`config.mk`:
```
export PLATFORM = sky130hd
export DESIGN_NAME = rau_ctrl
export DESIGN_NICKNAME = d
export VERILOG_FILES = /design/src/hw/rtl/rau_pkg.sv /design/src/hw/rtl/rau_ctrl.sv
export SDC_FILE = /design/constraint.sdc
export NUM_CORES = 1
export LEC_CHECK = 0
export ABC_CLOCK_PERIOD_IN_PS = 2100
export BUFFER_PORTS_ARGS = -buffer_cell sky130_fd_sc_hd__buf_2
export CAP_MARGIN = 30
export CORE_ASPECT_RATIO = 1.4
export CORE_MARGIN = 8
export CORE_UTILIZATION = 40
export CTS_BUF_LIST = sky130_fd_sc_hd__clkbuf_4 sky130_fd_sc_hd__clkbuf_8
export CTS_CLUSTER_DIAMETER = 150
export DETAILED_ROUTE_END_ITERATION = 7
export GPL_ROUTABILITY_DRIVEN = 0
export PLACE_DENSITY = 0.61
export SETUP_SLACK_MARGIN = 0.05
export SYNTH_ARGS = -nofsm -noshare
export SYNTH_HDL_FRONTEND = slang
export SYNTH_SLANG_ARGS = --single-unit
```
`constraint.sdc`:
```
create_clock -name i_clk -period 2.1 [get_ports i_clk]
set_clock_uncertainty 0.2 [all_clocks]
set_input_delay 0.42 -clock i_clk [delete_from_list [all_inputs] [get_ports i_clk]]
set_output_delay 0.42 -clock i_clk [all_outputs]
set_load 0.02 [all_outputs]
```
`src/hw/rtl/rau_pkg.sv`:
```
`timescale 1ns / 1ps

package rau_pkg;

    // Default operand width; fields on the ports are always 32 bits wide
    localparam int DATA_WIDTH_DEF = 32;

    // Port field geometry
    localparam int FIELD_W     = 32;
    localparam int DEN_OUT_W   = 31;
    localparam int S_TDATA_W   = 4 * FIELD_W;
    localparam int S_TUSER_W   = 2;
    localparam int M_TDATA_W   = 64;
    localparam int M_TUSER_W   = 2;

    // Operation codes carried in the input tuser
    typedef enum logic [1:0] {
        KIND_ADD = 2'd0,
        KIND_SUB = 2'd1,
        KIND_MUL = 2'd2,
        KIND_DIV = 2'd3
    } t_kind;

    // Multiplier operand pairs
    typedef enum logic [2:0] {
        MS_AN_BQ,
        MS_BN_AQ,
        MS_AD_BQ,
        MS_AN_BN,
        MS_AD_BD,
        MS_AN_BD,
        MS_AD_BN
    } t_msel;

    // Multiplier destination register
    typedef enum logic [1:0] {
        MD_P1,
        MD_P2,
        MD_DN
    } t_mdst;

    // Operand source for the gcd and divider units
    typedef enum logic {
        SRC_IN,
        SRC_RES
    } t_src;

    // Controller to datapath
    typedef struct packed {
        logic  load;
        logic  gcd_init;
        t_src  gcd_src;
        logic  gcd_step;
        logic  gcd_fin;
        logic  div_init;
        t_src  div_src;
        logic  div_step;
        logic  mul_en;
        t_msel mul_sel;
        t_mdst mul_dst;
        logic  add_en;
        logic  wb_en;
        logic  out_wr;
        logic  out_inv;
    } t_cmd;

    // Datapath to controller
    typedef struct packed {
        t_kind kind;
        logic  in_zero;
        logic  gcd_done;
        logic  num_zero;
        logic  den_zero;
    } t_status;

endpackage

```
`src/hw/rtl/rau_ctrl.sv`:
```
`timescale 1ns / 1ps

module rau_ctrl #(
    parameter int DATA_WIDTH = rau_pkg::DATA_WIDTH_DEF
) (
    input  logic              i_clk,
    input  logic              i_rst_n,
    input  logic              i_s_tvalid,
    output logic              o_s_tready,
    input  logic              i_m_tready,
    output logic              o_m_tvalid,
    input  rau_pkg::t_status  i_st,
    output rau_pkg::t_cmd     o_cmd
);
    import rau_pkg::*;

    localparam int PW = 2 * DATA_WIDTH;
    localparam int CW = $clog2(PW);

    typedef enum logic [4:0] {
        S_IDLE,
        S_CHECK,
        S_G1_INIT,
        S_G1_STEP,
        S_G1_FIN,
        S_D1_INIT,
        S_D1_STEP,
        S_M1,
        S_M2,
        S_M3,
        S_ADD,
        S_MUL_A,
        S_MUL_B,
        S_TEST,
        S_G2_INIT,
        S_G2_STEP,
        S_G2_FIN,
        S_D2_INIT,
        S_D2_STEP,
        S_WB,
        S_EMIT,
        S_EMIT_INV
    } t_state;

    t_state        r_state, n_state;
    logic [CW-1:0] r_cnt, n_cnt;
    logic          r_m_tvalid, n_m_tvalid;
    logic          out_free;
    logic          is_mul;
    t_cmd          cmd;

    assign out_free = !r_m_tvalid || i_m_tready;
    assign is_mul   = (i_st.kind == KIND_MUL);

    // Next state and command decode
    always_comb begin
        n_state = r_state;
        n_cnt   = r_cnt;
        cmd     = '0;
        unique case (r_state)
            S_IDLE: begin
                cmd.load = i_s_tvalid;
                if (i_s_tvalid) n_state = S_CHECK;
            end
            S_CHECK: begin
                if (i_st.in_zero) begin
                    n_state = S_EMIT_INV;
                end else if (i_st.kind == KIND_ADD || i_st.kind == KIND_SUB) begin
                    n_state = S_G1_INIT;
                end else begin
                    n_state = S_MUL_A;
                end
            end
            S_G1_INIT: begin
                cmd.gcd_init = 1'b1;
                cmd.gcd_src  = SRC_IN;
                n_state      = S_G1_STEP;
            end
            S_G1_STEP: begin
                cmd.gcd_step = !i_st.gcd_done;
                if (i_st.gcd_done) n_state = S_G1_FIN;
            end
            S_G1_FIN: begin
                cmd.gcd_fin = 1'b1;
                n_state     = S_D1_INIT;
            end
            S_D1_INIT: begin
                cmd.div_init = 1'b1;
                cmd.div_src  = SRC_IN;
                n_cnt        = '0;
                n_state      = S_D1_STEP;
            end
            S_D1_STEP: begin
                cmd.div_step = 1'b1;
                n_cnt        = r_cnt + CW'(1);
                if (r_cnt == CW'(PW - 1)) n_state = S_M1;
            end
            S_M1: begin
                cmd.mul_en  = 1'b1;
                cmd.mul_sel = MS_AN_BQ;
                cmd.mul_dst = MD_P1;
                n_state     = S_M2;
            end
            S_M2: begin
                cmd.mul_en  = 1'b1;
                cmd.mul_sel = MS_BN_AQ;
                cmd.mul_dst = MD_P2;
                n_state     = S_M3;
            end
            S_M3: begin
                cmd.mul_en  = 1'b1;
                cmd.mul_sel = MS_AD_BQ;
                cmd.mul_dst = MD_DN;
                n_state     = S_ADD;
            end
            S_ADD: begin
                cmd.add_en = 1'b1;
                n_state    = S_TEST;
            end
            S_MUL_A: begin
                cmd.mul_en  = 1'b1;
                cmd.mul_sel = is_mul ? MS_AN_BN : MS_AN_BD;
                cmd.mul_dst = MD_P1;
                n_state     = S_MUL_B;
            end
            S_MUL_B: begin
                cmd.mul_en  = 1'b1;
                cmd.mul_sel = is_mul ? MS_AD_BD : MS_AD_BN;
                cmd.mul_dst = MD_DN;
                n_state     = S_TEST;
            end
            S_TEST: begin
                if (i_st.den_zero) begin
                    n_state = S_EMIT_INV;
                end else if (i_st.num_zero) begin
                    n_state = S_EMIT;
                end else begin
                    n_state = S_G2_INIT;
                end
            end
            S_G2_INIT: begin
                cmd.gcd_init = 1'b1;
                cmd.gcd_src  = SRC_RES;
                n_state      = S_G2_STEP;
            end
            S_G2_STEP: begin
                cmd.gcd_step = !i_st.gcd_done;
                if (i_st.gcd_done) n_state = S_G2_FIN;
            end
            S_G2_FIN: begin
                cmd.gcd_fin = 1'b1;
                n_state     = S_D2_INIT;
            end
            S_D2_INIT: begin
                cmd.div_init = 1'b1;
                cmd.div_src  = SRC_RES;
                n_cnt        = '0;
                n_state      = S_D2_STEP;
            end
            S_D2_STEP: begin
                cmd.div_step = 1'b1;
                n_cnt        = r_cnt + CW'(1);
                if (r_cnt == CW'(PW - 1)) n_state = S_WB;
            end
            S_WB: begin
                cmd.wb_en = 1'b1;
                n_state   = S_EMIT;
            end
            S_EMIT: begin
                cmd.out_wr = out_free;
                if (out_free) n_state = S_IDLE;
            end
            S_EMIT_INV: begin
                cmd.out_wr  = out_free;
                cmd.out_inv = 1'b1;
                if (out_free) n_state = S_IDLE;
            end
            default: n_state = S_IDLE;
        endcase

        // Output register valid: loaded on write, cleared on transfer
        if (cmd.out_wr) begin
            n_m_tvalid = 1'b1;
        end else if (i_m_tready) begin
            n_m_tvalid = 1'b0;
        end else begin
            n_m_tvalid = r_m_tvalid;
        end
    end

    // State, counter and output valid
    always_ff @(posedge i_clk) begin
        if (!i_rst_n) begin
            r_state    <= S_IDLE;
            r_cnt      <= '0;
            r_m_tvalid <= 1'b0;
        end else begin
            r_state    <= n_state;
            r_cnt      <= n_cnt;
            r_m_tvalid <= n_m_tvalid;
        end
    end

    assign o_s_tready = (r_state == S_IDLE);
    assign o_m_tvalid = r_m_tvalid;
    assign o_cmd      = cmd;

    // A result is never written over one still waiting
    a_no_overwrite: assert property (@(posedge i_clk) disable iff (!i_rst_n)
        cmd.out_wr |-> (!r_m_tvalid || i_m_tready))
        else $error("result register overwritten");

    // An accepted item starts operand checking next cycle
    a_accept_check: assert property (@(posedge i_clk) disable iff (!i_rst_n)
        (i_s_tvalid && o_s_tready) |=> (r_state == S_CHECK))
        else $error("accepted item not checked");

    // gcd never steps past termination
    a_gcd_stop: assert property (@(posedge i_clk) disable iff (!i_rst_n)
        cmd.gcd_step |-> !i_st.gcd_done)
        else $error("gcd stepped after completion");

    // A write of the result register always raises the output valid
    a_valid_rise: assert property (@(posedge i_clk) disable iff (!i_rst_n)
        cmd.out_wr |=> r_m_tvalid)
        else $error("result written but not presented");

endmodule

```
==> out/qor.yml, run 1 <==
min_path:
  whs_path_depth: 2
  hp-class: "in -> reg"
  hold_start: "i_rst_n"
finish:
  finalInstanceArea_um2: 1530
  multiInputGateArea_um2: 866
  layout.area.seq_um2: 259
  diodes: 0
  areaGrowthSynthToFinish_pct: 39.0
  final_util_pct: 58.5
  layout_common_cells: "23 x buf_2, 22 x buf_4, 13 x nand2_1, 12 x nor2_1"
  nNetsFinal: 200
  final_common_cell: "buf_2"
  fillCellCount: 240
  final_layout_size_suffix_gt1_share_pct: 41.2
global_route:
  overflow: 0
  grt_pass1_vias: 1292
  antenna_found_initial: 0
  grt_pass1_wl_mm: 5.73
  grt_max_degree: 17
  grt.total_usage_pct: 14.9
synthesis:
  synthesis.nets: 161
  yosys.cell_types.count: 50
  yosysWarnings: 0
  yosysTopAreaCell: "dfxtp_1"
  synth_xor_area_share_pct: 3.98
  syn_avg_cell_area_um2: 7.34
  async_flop_share_pct: 0
  ys_seq_elements: 12
  yosys.area_share.simple_pct: 35.7
  synth_compound_area_share_pct: 26.9
  ys_top_cells_by_area: "dfxtp_1 22%, buf_2 5.0%, nand2_1 4.8%, nor2_1 4.8%, nor3_1 3.6%"
  synth_adder_area_share_pct: 1.14
  syn_inst: 150
  synthFlopType: "dfxtp_1"
  synth.area.mux_share_pct: 2.73
  synth_top_family_by_area: "simple AND/OR/NAND/NOR gates"
  seq_area_frac_synth_pct: 21.8
  synth_top_area_share_pct: 21.8
  synth-edff-count: 0
  syn_area_um2: 1100
clock_network:
  cts_buffers: 3
  cts.hold.buffers_added: 0
  cts_buffer_depth: 2
  numClockSinks: 12
  cts_tree: "built"
  htreeDepth: 1
  cts_root_buf: "clkbuf_4"
  clock_latency_ns: 0.26
  clk_pin_slew_ns: 0.07
sta:
  post-route-min-period_ns: 2.07
  worst_pin_slew_ns: 0.371
  max_freq_mhz: 482
  setup_viol: 0
  relSlewSlack_pct: 75.2
  hold_violations: 0
  fin_ws_ns: 0.0262
  rsz0062_at_grt: "yes"
  final_max_slew_viol_count: 0
  fin_crit_sh_pct: 98.8
die:
  dieArea_um2: 4710
  pin_count: 30
  num_rows: 22
  die-height_um: 78.1
  core_area_um2: 2620
  fp.dieW_um: 60.3
  initial_core_util_pct: 42.1
critical_path:
  cp_data_arrival_time_ns: 1.45
  cp.required_ns: 1.48
  worstPathCellList: "buf_12 > nor4bb_4 > buf_4 > nor2b_4 > buf_6"
  reg2reg_from: "r_state[3]"
  cp-end-kind: "primary output"
  r2r_cells: 7
  start_kind: "flip-flop"
  max_stage_delay_ns: 0.36
  cp_max_fo: 5
  crit_type: "reg -> out"
  cpMaxStageDelayCell: "dfxtp_4"
  worstSetupStartpoint: "r_state[3]"
route:
  drcViolationCount: 0
  drt-vias-per-instance: 5.78
  antenna_left: 0
  wl_mm: 3.62
  drt-pass1-iter-count: 4
  num_vias: 1288
  first_iter_violations: 59
  wl_per_cell_um: 16.2
job:
  cap_violations: 0
placed_design:
  port_buffers: 29
  dp_slack_ns: 0.170
  dp_hpwl_mm: 2.62
  post_dp_cell_area_um2: 1330
pwr:
  p_leak_uw: 0.000627
  vdd.ir_drop.worst_uv: 641
  power-per-cell-area_nw_per_um2: 1130
status:
  status: "finished, final reports clean"
-- worst paths after layout --
kind / to / slack [ns]
max: o_cmd[1] / 0.03
min: r_state[3] / 0.24
max reg2reg: r_state[0] / 0.17
min reg2reg: r_cnt[5] / 0.29
-- where the power goes --
part           internal [uW]  switching, uW  total [uW]
registers                285           87.5         372
logic                    542            677        1220
clock network           66.2           68.0         134
total                    892            832        1720
-- through the flow --
step | TNS, ns | total power (uW) | instances | hold WS, ns
after floorplan | 0 | 1100 | 150 | 0.240
after global placement | 0 | 1380 | 213 | 0.261
after detailed placement | 0 | 1390 | 213 | 0.276
after CTS | -0.00802 | 1650 | 223 | 0.230
after global routing | -0.0448 | 1840 | 223 | 0.239
final | 0 | 1720 | 223 | 0.242
-- synthesized netlist by cell type, types with 2 or more instances --
cell,n
nand2b_1,4
and3_1,4
nand3b_1,4
buf_2,11
nand3_1,4
a2111o_1,2
nor3_1,8
nor2_1,14
nor3b_1,2
buf_1,2
a41oi_1,2
o211ai_1,2
nor2b_1,6
nand2_1,14
inv_1,3
xnor2_1,3
a211oi_1,3
xor2_1,2
o21ai_0,5
dfxtp_1,12
a22oi_1,3
a21oi_1,7
nor4_1,3
mux2i_1,3
a32oi_1,2
-- kinds of logic (layout without fill, tap and decap cells) --
| family | after synthesis | after routing |
|---|---|---|
| compound gates | 39 | 39 |
| xor+xnor | 5 | 5 |
| fa+ha+maj | 1 | 1 |
| buf+inv | 18 | 55 |
| flops | 12 | 12 |
| mux | 3 | 3 |
| simple gates | 72 | 72 |
-- routing by layer --
| layer | vias to the layer above | track usage [%] | wire length (um) |
|---|---|---|---|
| li1 | 637 | - | - |
| met5 | - | 0 | 0 |
| met1 | 601 | 15.8 | 1420 |
| met3 | 8 | 1.96 | 171 |
| met2 | 42 | 27.4 | 1960 |
| met4 | 0 | 6.71 | 68 |
-- layout make-up --
class | instances | share of cell area (%)
Tap cell | 36 | 2.94
Clock buffer | 3 | 1.47
Sequential cell | 12 | 16.9
Multi-Input combinational cell | 120 | 56.6
Timing Repair Buffer | 48 | 21.1
Inverter | 4 | 0.981
-- worst max-delay path, delay by kind of cell (launching register included) --
kind	cells	cell delay [ns]
buffers and inverters	3	0.41
flip-flops	1	0.36
AND/OR/NAND/NOR	2	0.42
-- state kept, by name, indices dropped and copies added, names as in the netlist --
register / flops
r_state: 5
r_cnt: 6
o_m_tvalid: 1
-- what timing repair did --
action	CTS	global route
pin swaps	3	2
setup endpoints to repair	16	14
setup buffers	7	0
resized for setup	22	15
Power figures use the tool's default switching activity.
==> run 2: changes to the inputs <==
- GPL_TIMING_DRIVEN: not set -> 0
==> out/qor.yml, run 2 (same netlist as run 1, synthesis figures left out) <==
status:
  status: "finished, violations left"
  violations: "negative setup slack"
pwr:
  p_sw_share_pct: 44.5
  p_switching_uw: 961
  p_int_uw: 1200
  p_clk_share_pct: 8.4
  power_frac_seq_pct: 14.1
  power-per-cell-area_nw_per_um2: 1230
  p_leak_uw: 0.000717
  vdd.ir_drop.worst_uv: 663
  combPwrFrac_pct: 77.4
critical_path:
  start_kind: "flip-flop"
  cpMaxStageDelayCell: "dfxtp_2"
  cp_max_fo: 7
  worstSetupStartpoint: "r_state[1]"
  max_stage_delay_ns: 0.32
  cp-end-kind: "primary output"
  crit_type: "reg -> out"
  path_common_cell: "buf_6"
  cp_data_arrival_time_ns: 1.54
  path_delay_family: "buffers and inverters"
  path_buf_inv: 4
  cp.required_ns: 1.48
  r2r_cells: 5
  reg2reg_from: "r_cnt[0]"
  worst-path-stages: 7
  worstPathCellList: "buf_6 > buf_6 > buf_8 > nor2_4 > and3_4 > and2_4 > buf_6"
route:
  wl_mm: 3.98
  drcViolationCount: 0
  wl_per_cell_um: 16.8
  first_iter_violations: 85
  drt-pass1-iter-count: 4
  drt-vias-per-instance: 5.88
  antenna_left: 0
  num_vias: 1388
global_route:
  grt.total_usage_pct: 15.0
  antenna_found_initial: 0
  grt_pass1_wl_mm: 5.69
  grt_pass1_vias: 1271
  grt_max_degree: 11
  overflow: 0
clock_network:
  cts_buffers: 3
  numClockSinks: 12
  cts_buffer_depth: 2
  htreeDepth: 1
  clock_latency_ns: 0.27
  cts_root_buf: "clkbuf_4"
  cts.hold.buffers_added: 0
  cts_tree: "built"
  clk_pin_slew_ns: 0.07
die:
  core_area_um2: 2620
  die-height_um: 78.1
  initial_core_util_pct: 42.1
  fp.dieW_um: 60.3
  dieArea_um2: 4710
  pin_count: 30
  num_rows: 22
sta:
  max_freq_mhz: 464
  post-route-min-period_ns: 2.16
  setup_viol: 5
  rsz0062_at_grt: "yes"
  fin_ws_ns: -0.0572
  whs_ns: 0.217
  worst_pin_slew_ns: 0.425
  relSlewSlack_pct: 71.5
  hold_violations: 0
  fin_crit_sh_pct: 103
  final_max_slew_viol_count: 0
placed_design:
  port_buffers: 29
  dp.cells: 215
  dp_slack_ns: -0.140
  dp_hpwl_mm: 2.69
finish:
  diodes: 0
  finalNonFillerCells: 236
  largest_register_ffs: 6
  fillCellCount: 216
  multiInputGateArea_um2: 900
  areaGrowthSynthToFinish_pct: 58.9
  layout_common_cells: "30 x buf_4, 13 x buf_6, 13 x buf_2, 12 x nor2_1, 12 x nand2_1"
  final_common_cell: "buf_4"
  top_register: "r_cnt"
  final_layout_size_suffix_gt1_share_pct: 46.5
  nNetsFinal: 212
  layout.area.seq_um2: 249
min_path:
  whs_path_depth: 2
  hold_start: "i_rst_n"
  hp-class: "in -> reg"
job:
  cap_violations: 0
## run 2: changes by cell type in the layout (fill, tap and decap cells not counted), sizes merged
cell	previous run	this run
buf	48	60
clkbuf	3	4
## run 2: worst paths after layout
kind | to | slack, ns
max | o_cmd[17] | -0.06
min | r_state[3] | 0.22
max reg2reg | r_state[2] | 0.22
min reg2reg | r_cnt[5] | 0.29
## run 2: routing by layer
metal / vias up / part of all wire (%) / track usage [%]
li1: 652 / - / -
met1: 654 / 39 / 16.7
met2: 70 / 53 / 25.8
met3: 12 / 5.8 / 2.61
met4: 0 / 2.3 / 7.91
met5: - / 0 / 0
## run 2: what timing repair did
item / CTS / global route
endpoints found under the setup margin: 19 / 19
pin swaps: 4 / 7
gates resized for setup: 45 / 43
buffers inserted: 8 / 10
## run 2: stage by stage
step                      util (%)  power, uW  area, um^2  setup TNS (ns)
final                         66.9       2160        1750          -0.194
after detailed placement      49.7       1360        1300          -0.252
after global routing          66.9       2280        1750          -0.787
after floorplan                  -       1100        1110               0
after global placement        49.7       1350        1300          -0.206
after CTS                     59.4       1840        1550          -0.400
## run 2: power by group through the flow
| stage | logic [uW] | registers, uW | clock network [uW] |
|---|---|---|---|
| 6_report | 1670 | 305 | 182 |
| 5_1_grt | 1770 | 308 | 200 |
| 4_1_cts | 1360 | 290 | 187 |
| 3_5_place_dp | 1070 | 291 | 0 |
| 3_3_place_gp | 1060 | 291 | 0 |
| 2_1_floorplan | 814 | 286 | 0 |
## run 2: final cells by class
cell class,count,share of cell area (%)
plain buffers,13,9.08
clock buffers,4,2.07
inverters,4,1.00
multi-input cells,120,51.4
flip-flops and latches,12,14.2
well taps,36,2.58
repair buffers,47,19.6
==> run 3: changes to the inputs <==
- SKIP_CTS_REPAIR_TIMING: not set -> 1
- TNS_END_PERCENT: not set -> 1
==> out/qor.yml, run 3 (same netlist as run 1, synthesis figures left out) <==
status:
  status: "finished, violations left"
  violations: "negative setup slack"
job:
  cap_violations: 0
min_path:
  hold_start: "i_rst_n"
  hp-class: "in -> reg"
  hold_path_end: "r_state[3]"
  whs_path_depth: 2
die:
  pin_count: 30
  num_rows: 22
  core_area_um2: 2620
  dieArea_um2: 4710
  initial_core_util_pct: 42.1
  die-height_um: 78.1
  fp.dieW_um: 60.3
critical_path:
  start_kind: "flip-flop"
  cp_max_fo: 6
  cp.required_ns: 1.48
  timing.rr.end: "r_state[0]"
  r2r_slack_ns: 0.24
  crit_type: "reg -> out"
  reg2reg_from: "r_state[3]"
  cp_data_arrival_time_ns: 1.65
  r2r_cells: 5
  cp-end-kind: "primary output"
finish:
  multiInputGateArea_um2: 827
  final_layout_size_suffix_gt1_share_pct: 35.8
  layout_common_cells: "21 x buf_2, 14 x buf_4, 13 x nor2_1, 13 x nand2_1, 10 x dfxtp_1"
  top_register: "r_cnt"
  layout.area.seq_um2: 245
  nNetsFinal: 199
  diodes: 0
  areaGrowthSynthToFinish_pct: 37.5
  fillCellCount: 249
  final_common_cell: "buf_2"
  largest_register_ffs: 6
  finalInstanceArea_um2: 1510
sta:
  tns_ns: -0.697
  hold_violations: 0
  final_max_slew_viol_count: 0
  fin_crit_sh_pct: 108
  relSlewSlack_pct: 72.4
  worst_pin_slew_ns: 0.412
  fin_ws_ns: -0.171
  max_freq_mhz: 440
  post-route-min-period_ns: 2.27
  setup_viol: 6
  rsz0062_at_grt: "yes"
route:
  wl_per_cell_um: 16.0
  num_vias: 1274
  wl_mm: 3.57
  drt-vias-per-instance: 5.71
  first_iter_violations: 50
  antenna_left: 0
  drt-pass1-iter-count: 4
  drcViolationCount: 0
pwr:
  p_switching_uw: 844
  vdd.ir_drop.worst_uv: 569
  p_sw_share_pct: 46.6
  p_leak_uw: 0.000625
  p_int_uw: 969
  finalPower_uw: 1810
  p_clk_share_pct: 9.8
  power_frac_seq_pct: 16.1
  power-per-cell-area_nw_per_um2: 1200
  combPwrFrac_pct: 74.0
placed_design:
  dp_slack_ns: -0.156
  port_buffers: 29
  dp_hpwl_mm: 2.72
  post_dp_cell_area_um2: 1290
clock_network:
  cts_tree: "built"
  clk_pin_slew_ns: 0.07
  numClockSinks: 12
  cts_root_buf: "clkbuf_4"
  cts_buffers: 3
  cts_buffer_depth: 2
  clock_latency_ns: 0.27
  htreeDepth: 1
global_route:
  antenna_found_initial: 0
  grt_max_degree: 11
  gr-usage-met2_pct: 27.4
  grt_pass1_wl_mm: 5.69
  grt_pass1_vias: 1237
  grt.total_usage_pct: 15.0
  use_met3_pct: 2.45
  grt_use_met1_pct: 15.9
  overflow: 0
  grt-busiest-layer: "met2"
-- run 3: cell count changes in the layout (fill, tap and decap cells not counted), moves of 5 or more --
cell and change:
buf_6 -5, nor3_1 +5, buf_4 -16, nor3_2 -5, buf_2 +8
-- run 3: power groups by stage --
stage	Sequential [uW]	Combinational, uW	Clock (uW)
finish	292	1340	178
global route	296	1440	195
floorplan	286	810	0
CTS	285	1080	186
global placement	290	1060	0
detailed placement	290	1070	0
-- run 3: area by class of cell --
type / instances / area share (%)
multi-input combinational: 120 / 54.6
sequential: 12 / 16.2
timing repair buffer: 33 / 13.3
buffer: 14 / 9.50
tap: 36 / 2.98
clock buffer: 4 / 2.40
inverter: 4 / 0.992
-- run 3: critical path, cell delays in order, from the launching register on --
cell and delay (ns):
dfxtp_2 0.34, or2_1 0.23, buf_6 0.13, a2111o_1 0.47
inv_1 0.09, buf_6 0.12
-- run 3: how the worst max path moves through the flow --
stage          depth (start not counted)  startpoint  slack, ns   endpoint
6_report                               5  r_state[3]      -0.17  o_cmd[14]
2_1_floorplan                          4  r_state[3]       0.04   o_cmd[5]
3_5_place_dp                           7  r_state[1]      -0.16  o_cmd[17]
4_1_cts                                7  r_state[1]      -0.46  o_cmd[17]
3_3_place_gp                           7  r_state[1]      -0.13  o_cmd[17]
5_1_grt                                5  r_state[0]      -0.24  o_cmd[14]
-- run 3: per-layer routing --
layer  vias up  share of wire, %
met5         -                 0
met4         0               2.2
met3         9               4.8
met2        32                52
met1       597                41
li1        636                 -
-- run 3: through the flow --
stage	hold WS, ns	cells	util, %
global route	0.236	223	57.9
finish	0.245	223	57.9
global placement	0.256	215	49.5
floorplan	0.240	150	-
CTS	0.240	219	50.9
detailed placement	0.273	215	49.5
